[config.mk]
export PLATFORM = sky130hd
export DESIGN_NAME = lgu_front
export DESIGN_NICKNAME = d
export VERILOG_FILES = /design/src/hdl/lgu_pkg.sv /design/src/hdl/lgu_fifo.sv /design/src/hdl/lgu_front.sv
export SDC_FILE = /design/constraint.sdc
export NUM_CORES = 1
export LEC_CHECK = 0
export BUFFER_PORTS_ARGS = -buffer_cell sky130_fd_sc_hd__buf_4
export CAP_MARGIN = 20
export CORE_AREA = 4 4 85 87
export DETAILED_ROUTE_END_ITERATION = 10
export DIE_AREA = 0 0 89 91
export HOLD_SLACK_MARGIN = 0.03
export PLACE_DENSITY_LB_ADDON = 0.3
export SETUP_SLACK_MARGIN = 0.3
export SYNTH_ARGS = -nofsm -noshare
export SYNTH_HDL_FRONTEND = slang
export SYNTH_SLANG_ARGS = --single-unit
[constraint.sdc]
create_clock -name clk -period 2.5 [get_ports clk]
set_input_delay 0.125 -clock clk [delete_from_list [all_inputs] [get_ports clk]]
set_output_delay 0.125 -clock clk [all_outputs]
set_load 0.005 [all_outputs]
[src/hdl/lgu_pkg.sv]
// Shared types, constants and the log table function of the loss and gradient unit.
package lgu_pkg;

	localparam int FRAC_BITS_DEF   = 12;
	localparam int LOG_ENTRIES_DEF = 1024;
	localparam int COST_W          = 47;
	localparam logic [63:0] LN2_Q32 = 64'd2977044472;

	typedef struct packed {
		logic signed [15:0] o;
		logic signed [15:0] e;
		logic               last;
		logic               mode;
		logic               dom;
	} item_t;

	// ln(1 + (2k+1)/2^(lw+1)) in Q32 via bitwise log2
	function automatic logic [31:0] ln_entry(int unsigned k, int unsigned lw);
		logic [63:0] y;
		logic [63:0] lg;
		logic [63:0] r;
		y  = (64'd1 << 30) + (64'(2 * k + 1) << (29 - lw));
		lg = 64'd0;
		for (int i = 0; i < 32; i++) begin
			y  = (y * y) >> 30;
			lg = lg << 1;
			if (y >= (64'd2 << 30)) begin
				y  = y >> 1;
				lg = lg | 64'd1;
			end
		end
		r = (lg * LN2_Q32 + (64'd1 << 31)) >> 32;
		return r[31:0];
	endfunction

endpackage

[src/hdl/lgu_fifo.sv]
// Small register queue between the front and back parts.
module lgu_fifo #(
	parameter int W     = 35,
	parameter int DEPTH = 2
) (
	input  logic         clk,
	input  logic         arst_n,
	input  logic         wr_en,
	input  logic [W-1:0] wr_data,
	output logic         full,
	input  logic         rd_en,
	output logic [W-1:0] rd_data,
	output logic         empty
);
	localparam int AW = (DEPTH > 1) ? $clog2(DEPTH) : 1;
	localparam int CW = $clog2(DEPTH + 1);

	logic [W-1:0]  mem_q [DEPTH];
	logic [AW-1:0] wr_ptr_q, rd_ptr_q;
	logic [CW-1:0] cnt_q;
	logic          do_wr, do_rd;

	assign full    = (cnt_q == CW'(DEPTH));
	assign empty   = (cnt_q == '0);
	assign do_wr   = wr_en && !full;
	assign do_rd   = rd_en && !empty;
	assign rd_data = mem_q[rd_ptr_q];

	always_ff @(posedge clk or negedge arst_n) begin
		if (!arst_n) begin
			wr_ptr_q <= '0;
			rd_ptr_q <= '0;
			cnt_q    <= '0;
		end else begin
			if (do_wr) begin
				wr_ptr_q <= (wr_ptr_q == AW'(DEPTH - 1)) ? '0 : wr_ptr_q + 1'b1;
			end
			if (do_rd) begin
				rd_ptr_q <= (rd_ptr_q == AW'(DEPTH - 1)) ? '0 : rd_ptr_q + 1'b1;
			end
			if (do_wr && !do_rd) begin
				cnt_q <= cnt_q + 1'b1;
			end else if (do_rd && !do_wr) begin
				cnt_q <= cnt_q - 1'b1;
			end
		end
	end

	always_ff @(posedge clk) begin
		if (do_wr) begin
			mem_q[wr_ptr_q] <= wr_data;
		end
	end
endmodule

[src/hdl/lgu_front.sv]
// Front part: mode register, word intake, domain classification and the queue.
module lgu_front #(
	parameter int FRAC_BITS = 12
) (
	input  logic                clk,
	input  logic                arst_n,
	input  logic                push,
	output logic                full,
	input  logic signed [15:0]  output_value,
	input  logic signed [15:0]  expected_value,
	input  logic                last_item,
	input  logic                cfg_wr_en,
	input  logic                cfg_wr_data,
	input  logic                q_pop,
	output logic                q_empty,
	output lgu_pkg::item_t      q_item
);
	import lgu_pkg::*;

	localparam logic signed [16:0] ONE = 17'(1 << FRAC_BITS);

	logic  mode_q;
	item_t in_item;
	logic  [16:0] o_ext;

	assign o_ext        = {output_value[15], output_value};
	assign in_item.o    = output_value;
	assign in_item.e    = expected_value;
	assign in_item.last = last_item;
	assign in_item.mode = mode_q;
	assign in_item.dom  = mode_q && (($signed(o_ext) <= 17'sd0) || ($signed(o_ext) >= ONE));

	always_ff @(posedge clk or negedge arst_n) begin
		if (!arst_n) begin
			mode_q <= 1'b0;
		end else if (cfg_wr_en) begin
			mode_q <= cfg_wr_data;
		end
	end

	lgu_fifo #(.W($bits(item_t)), .DEPTH(2)) u_fifo (
		.clk     (clk),
		.arst_n  (arst_n),
		.wr_en   (push),
		.wr_data (in_item),
		.full    (full),
		.rd_en   (q_pop),
		.rd_data (q_item),
		.empty   (q_empty)
	);
endmodule

# Word level (Yosys, flattened, before mapping)
# Memories as Yosys holds them, arrays and structs flattened.
# Index checks and enable logic that the tools add are counted.
[classes]
add_sub_neg = 4
multipliers = 0
div = 0
order_cmp = 2
eq_ne = 1
n_shift = 0
muxes = 6
bitwise = 0
reduce_logical = 12
[ops]
columns = ["op", "n"]
rows = [
  ["$ge A16 B14 Y1 const B", 1],
  ["$le A16 B1 Y1 const B", 1],
  ["$logic_and A1 B1 Y1", 5],
  ["$logic_not A1 Y1", 4],
  ["$mux W1", 4],
  ["$mux W2", 2],
  ["$add A1 B1 Y1 const B", 2],
  ["$add A2 B1 Y2 const B", 1],
  ["$eq A2 B2 Y1 const B", 1],
  ["$logic_not A2 Y1", 1],
  ["$reduce_bool A2 Y1", 1],
  ["$sub A2 B1 Y2 const B", 1],
  ["$logic_or A1 B1 Y1", 1],
]
[totals]
register_bits = 5
latch_bits = 0
mem_bits_rw = 70
romBits = 0
inputBits = 39
output_inout_bits = 37
wordCells = 30
mem_count = 1
[memory_table]
columns = ["memory", "words", "word_bits", "rd", "rd_ports_with_merged_regs", "wr", "line", "rtl"]
rows = [
  ["u_fifo.mem_q", 2, 35, 1, 0, 1, "lgu_fifo.sv:18", "logic [W-1:0] mem_q [DEPTH];"],
]

# Longest topological paths before layout
[depth]
ltp_word = 7
depth_mapped = 7
depth_no_buf = 7

# Cells and area by module
# A second synthesis with hierarchy kept.
[unflattened]
hier_cells = 136
hier_area_um2 = 2965.3
[by_module_without_submodules]
columns = ["mod", "n_inst", "cells_per_inst", "area_per_inst_um2", "seq_area_each_um2"]
rows = [
  ["lgu_fifo", 1, 128, 2872.8, 2202.1],
  ["lgu_front", 1, 8, 92.6, 25.0],
]

# Worst setup path after synthesis
# OpenSTA, ideal clock, no wires.
[synth_path]
path_kind = "register to register"
from = "reg u_fifo.cnt_q[0]"
to = "mem u_fifo.mem_q[0][0] (enable)"
arrival_time_ps = 2129
t_required_ps = 2073
slack_ps = -56
stages_incl_launch_ff = 4
path_buffers = 0
period_less_slack_ps = 2556
cell_sequence = "dfrtp_1 > nand2b_1 > nand2_1 > nor2_1"
[synth_via]
elab_chain_len = 5
[synth_rtl]
columns = ["element", "line", "rtl"]
rows = [
  ["start: declaration", "lgu_fifo.sv:20", "logic [CW-1:0] cnt_q;"],
  ["start signal: assignment", "lgu_fifo.sv:42", "cnt_q <= cnt_q + 1'b1;"],
  ["start signal: assignment", "lgu_fifo.sv:44", "cnt_q <= cnt_q - 1'b1;"],
  ["$eq A2 B2 Y1", "lgu_fifo.sv:23", "assign full = (cnt_q == CW'(DEPTH));"],
  ["$logic_not A1 Y1", "lgu_fifo.sv:25", "assign do_wr = wr_en && !full;"],
  ["$logic_and A1 B1 Y1", "lgu_fifo.sv:25", ""],
  ["$mux W1", "lgu_fifo.sv:50", "if (do_wr) begin"],
  ["$mux W1 (implied by the code)", "lgu_fifo.sv:51", "mem_q[wr_ptr_q] <= wr_data;"],
  ["end: declaration", "lgu_fifo.sv:18", ""],
]
# Every way passes these cells.

==> flow_summary.json <==
{
  "area_growth_pct": 40.4,
  "place_area_um2": 3610,
  "tns_ns": 0,
  "cts_tree": "yes",
  "vias": 1598,
  "clock_latency_ns": 0.33,
  "antennaDiodeCount": 0,
  "io-pin-count": 76,
  "clock-root-buffer": "clkbuf_8",
  "cts_made_buffers": 9,
  "core_um2": 6350,
  "routed_via_density": 4.70,
  "die_y_um": 91,
  "fp.dieArea_um2": 8100,
  "syn_area_um2": 2950,
  "crit_fanout": 23,
  "p_leak_uw": 0.00167,
  "r2r-end": "u_fifo.mem_q[0][5]",
  "ys_ff_latch": 75,
  "rrSetupSlack_ns": 0.80,
  "wl_mm": 5.22,
  "yosysSeqAreaShare_pct": 75.5,
  "cts_sinks": 75,
  "min_path_type": "input port to async pin",
  "setup_viol": 0,
  "grt_pass1_wl_mm": 7.94,
  "cts_max_level": 3,
  "grt_setup_unrepaired": "no",
  "fin_area_um2": 4140,
  "clkTransAtPathRegs_ns": 0.07,
  "routedWlPerCell_um": 15.4,
  "path_class": "flip-flop to output port",
  "syn_avg_cell_area_um2": 21.5,
  "synth_nets": 177,
  "netlist_instances": 137,
  "p_per_area_nw_per_um2": 998,
  "outcome": "finished clean",
  "synth-edff-count": 70,
  "worst_pin_slew_ns": 0.519,
  "clockBufferDepth": 2,
  "grt_overflow": 0,
  "ant_nets": 0,
  "ir_worst_vdd_v": 0.000505,
  "ys_warn_count": 0,
  "die_w_um": 89,
  "fin_crit_sh_pct": 75.6,
  "initial_core_util_pct": 46.5,
  "fin_skew_ns": 0.00458,
  "crit_path_end_kind": "output port",
  "drv_slew": 0,
  "track_usage_pct": 13.5,
  "num-fill-cells": 454,
  "cp.arrival_ns": 1.77,
  "grt_max_degree": 36,
  "synthArstFlopShare_pct": 6.67,
  "post-route-min-period_ns": 1.89,
  "synthFlopType": "edfxtp_1",
  "post-place-cells": 288,
  "dp_hpwl_mm": 3.29,
  "drive_gt1_share_pct": 49.4,
  "fmax_ghz": 0.529,
  "r2r_cells": 4,
  "worstPathRequired_ns": 2.38,
  "portBuffers": 75,
  "dpl_worst_slack_ns": 0.769,
  "worst_setup_path_start_kind": "flip-flop",
  "finalHoldViolCount": 0,
  "grt_antenna_before_repair": 0,
  "relSlewSlack_pct": 65.3,
  "synth_cell_type_count": 20,
  "final_cell_count_no_fill": 340,
  "whs_ns": 0.126,
  "cts_resized": 0,
  "nets": 298,
  "first_global_vias": 1678,
  "drt-initial-drc-count": 38,
  "fin_ws_ns": 0.609,
  "dr.pass1.iters": 4,
  "place_congestion": 0.698,
  "drc_errors": 0,
  "num_rows": 29,
  "r2r_start": "u_fifo.cnt_q[0]",
  "maxCapViolCount": 0
}
metal layers:
layer / global-route usage, % / part of all wire (%)
met3: 3.35 / 4.7
met4: 7.20 / 1.7
met1: 15.4 / 41
met5: 0 / 0
met2: 22.8 / 53
sequential cells by signal, summed over array words and instances, names as in the netlist:
name / cells
mode_q: 1
u_fifo.rd_ptr_q: 1
u_fifo.wr_ptr_q: 1
u_fifo.mem_q: 70
u_fifo.cnt_q: 2
logic make-up (layout without fill, tap and decap cells):
logic type	Yosys count	after routing	share of synthesized area (%)
muxes	36	36	17.4
DFF	75	75	75.5
AOI/OAI and AO/OA	2	2	0.466
buffers and inverters	6	132	2.67
xor gates and xnor gates	5	5	1.48
and+or+nand+nor	12	12	2.08
adders and majority gates	1	1	0.424
worst max-delay path by stage:
stage | cells after the start | startpoint | endpoint | slack [ns]
after CTS | 3 | u_fifo.rd_ptr_q | q_item[2] | 0.57
after floorplan | 3 | u_fifo.cnt_q[0] | u_fifo.mem_q[0][0] | 0.52
after detailed placement | 4 | u_fifo.cnt_q[0] | u_fifo.mem_q[0][10] | 0.77
final | 3 | u_fifo.rd_ptr_q | q_item[2] | 0.61
after global placement | 4 | u_fifo.cnt_q[0] | u_fifo.mem_q[0][10] | 0.83
after global routing | 3 | u_fifo.rd_ptr_q | q_item[2] | 0.50
cells in the final DEF, fill, tap and decap left out:
cell type,n
and3_2,1
buf_12,3
buf_4,75
clkbuf_1,2
clkbuf_8,11
clkinv_1,1
clkinv_2,2
dfrtp_1,4
dfrtp_2,1
dlygate4sd3_1,36
edfxtp_1,70
ha_1,1
inv_1,2
mux2_2,7
mux2_4,29
nand2_1,2
nand2b_1,1
nand4_1,1
nor2_1,3
nor2_4,1
nor3_1,1
nor4_1,1
nor4b_1,1
o21ai_1,1
o41ai_1,1
xnor2_1,3
xor2_1,2
synth_stat cells, types with 2 or more instances:
library cell / number / share of area, %
edfxtp_1: 70 / 71
mux2_4: 29 / 15
mux2_2: 7 / 2.7
dfrtp_1: 5 / 4.2
nor2_1: 4 / 0.51
buf_12: 3 / 2.0
xnor2_1: 3 / 0.89
inv_1: 2 / 0.25
nand2_1: 2 / 0.25
xor2_1: 2 / 0.59
layout make-up:
class                      count  area, um2  share of cell area [%]
clock buffer                  13        159                    3.84
tap                           77       96.3                    2.33
sequential                    75       2230                    53.8
timing repair buffer         114        983                    23.7
inverter                       2       7.51                   0.181
multi-input combinational     56        654                    15.8
clock inverter                 3       13.8                   0.332
through the flow:
step	utilization, %	total power (uW)
6_report	65.2	4130
5_1_grt	65.2	4360
4_1_cts	65.2	4190
3_5_place_dp	56.8	3350
3_3_place_gp	56.8	3330
2_1_floorplan	-	2770
report_power, final:
group / internal [uW] / switching [uW]
registers: 1720 / 153
logic: 916 / 548
clock network: 409 / 388
total: 3040 / 1090
timing repair:
action                                 4_1_cts  5_1_grt
endpoints found under the hold margin       72        0
hold buffers                                36        0
setup buffers                                0        0
worst max-delay path, stage by stage (launching register included):
cell     delay [ns]
dfrtp_2        0.67
buf_12         0.26
mux2_2         0.36
buf_4          0.14
Power figures use the tool's default switching activity.
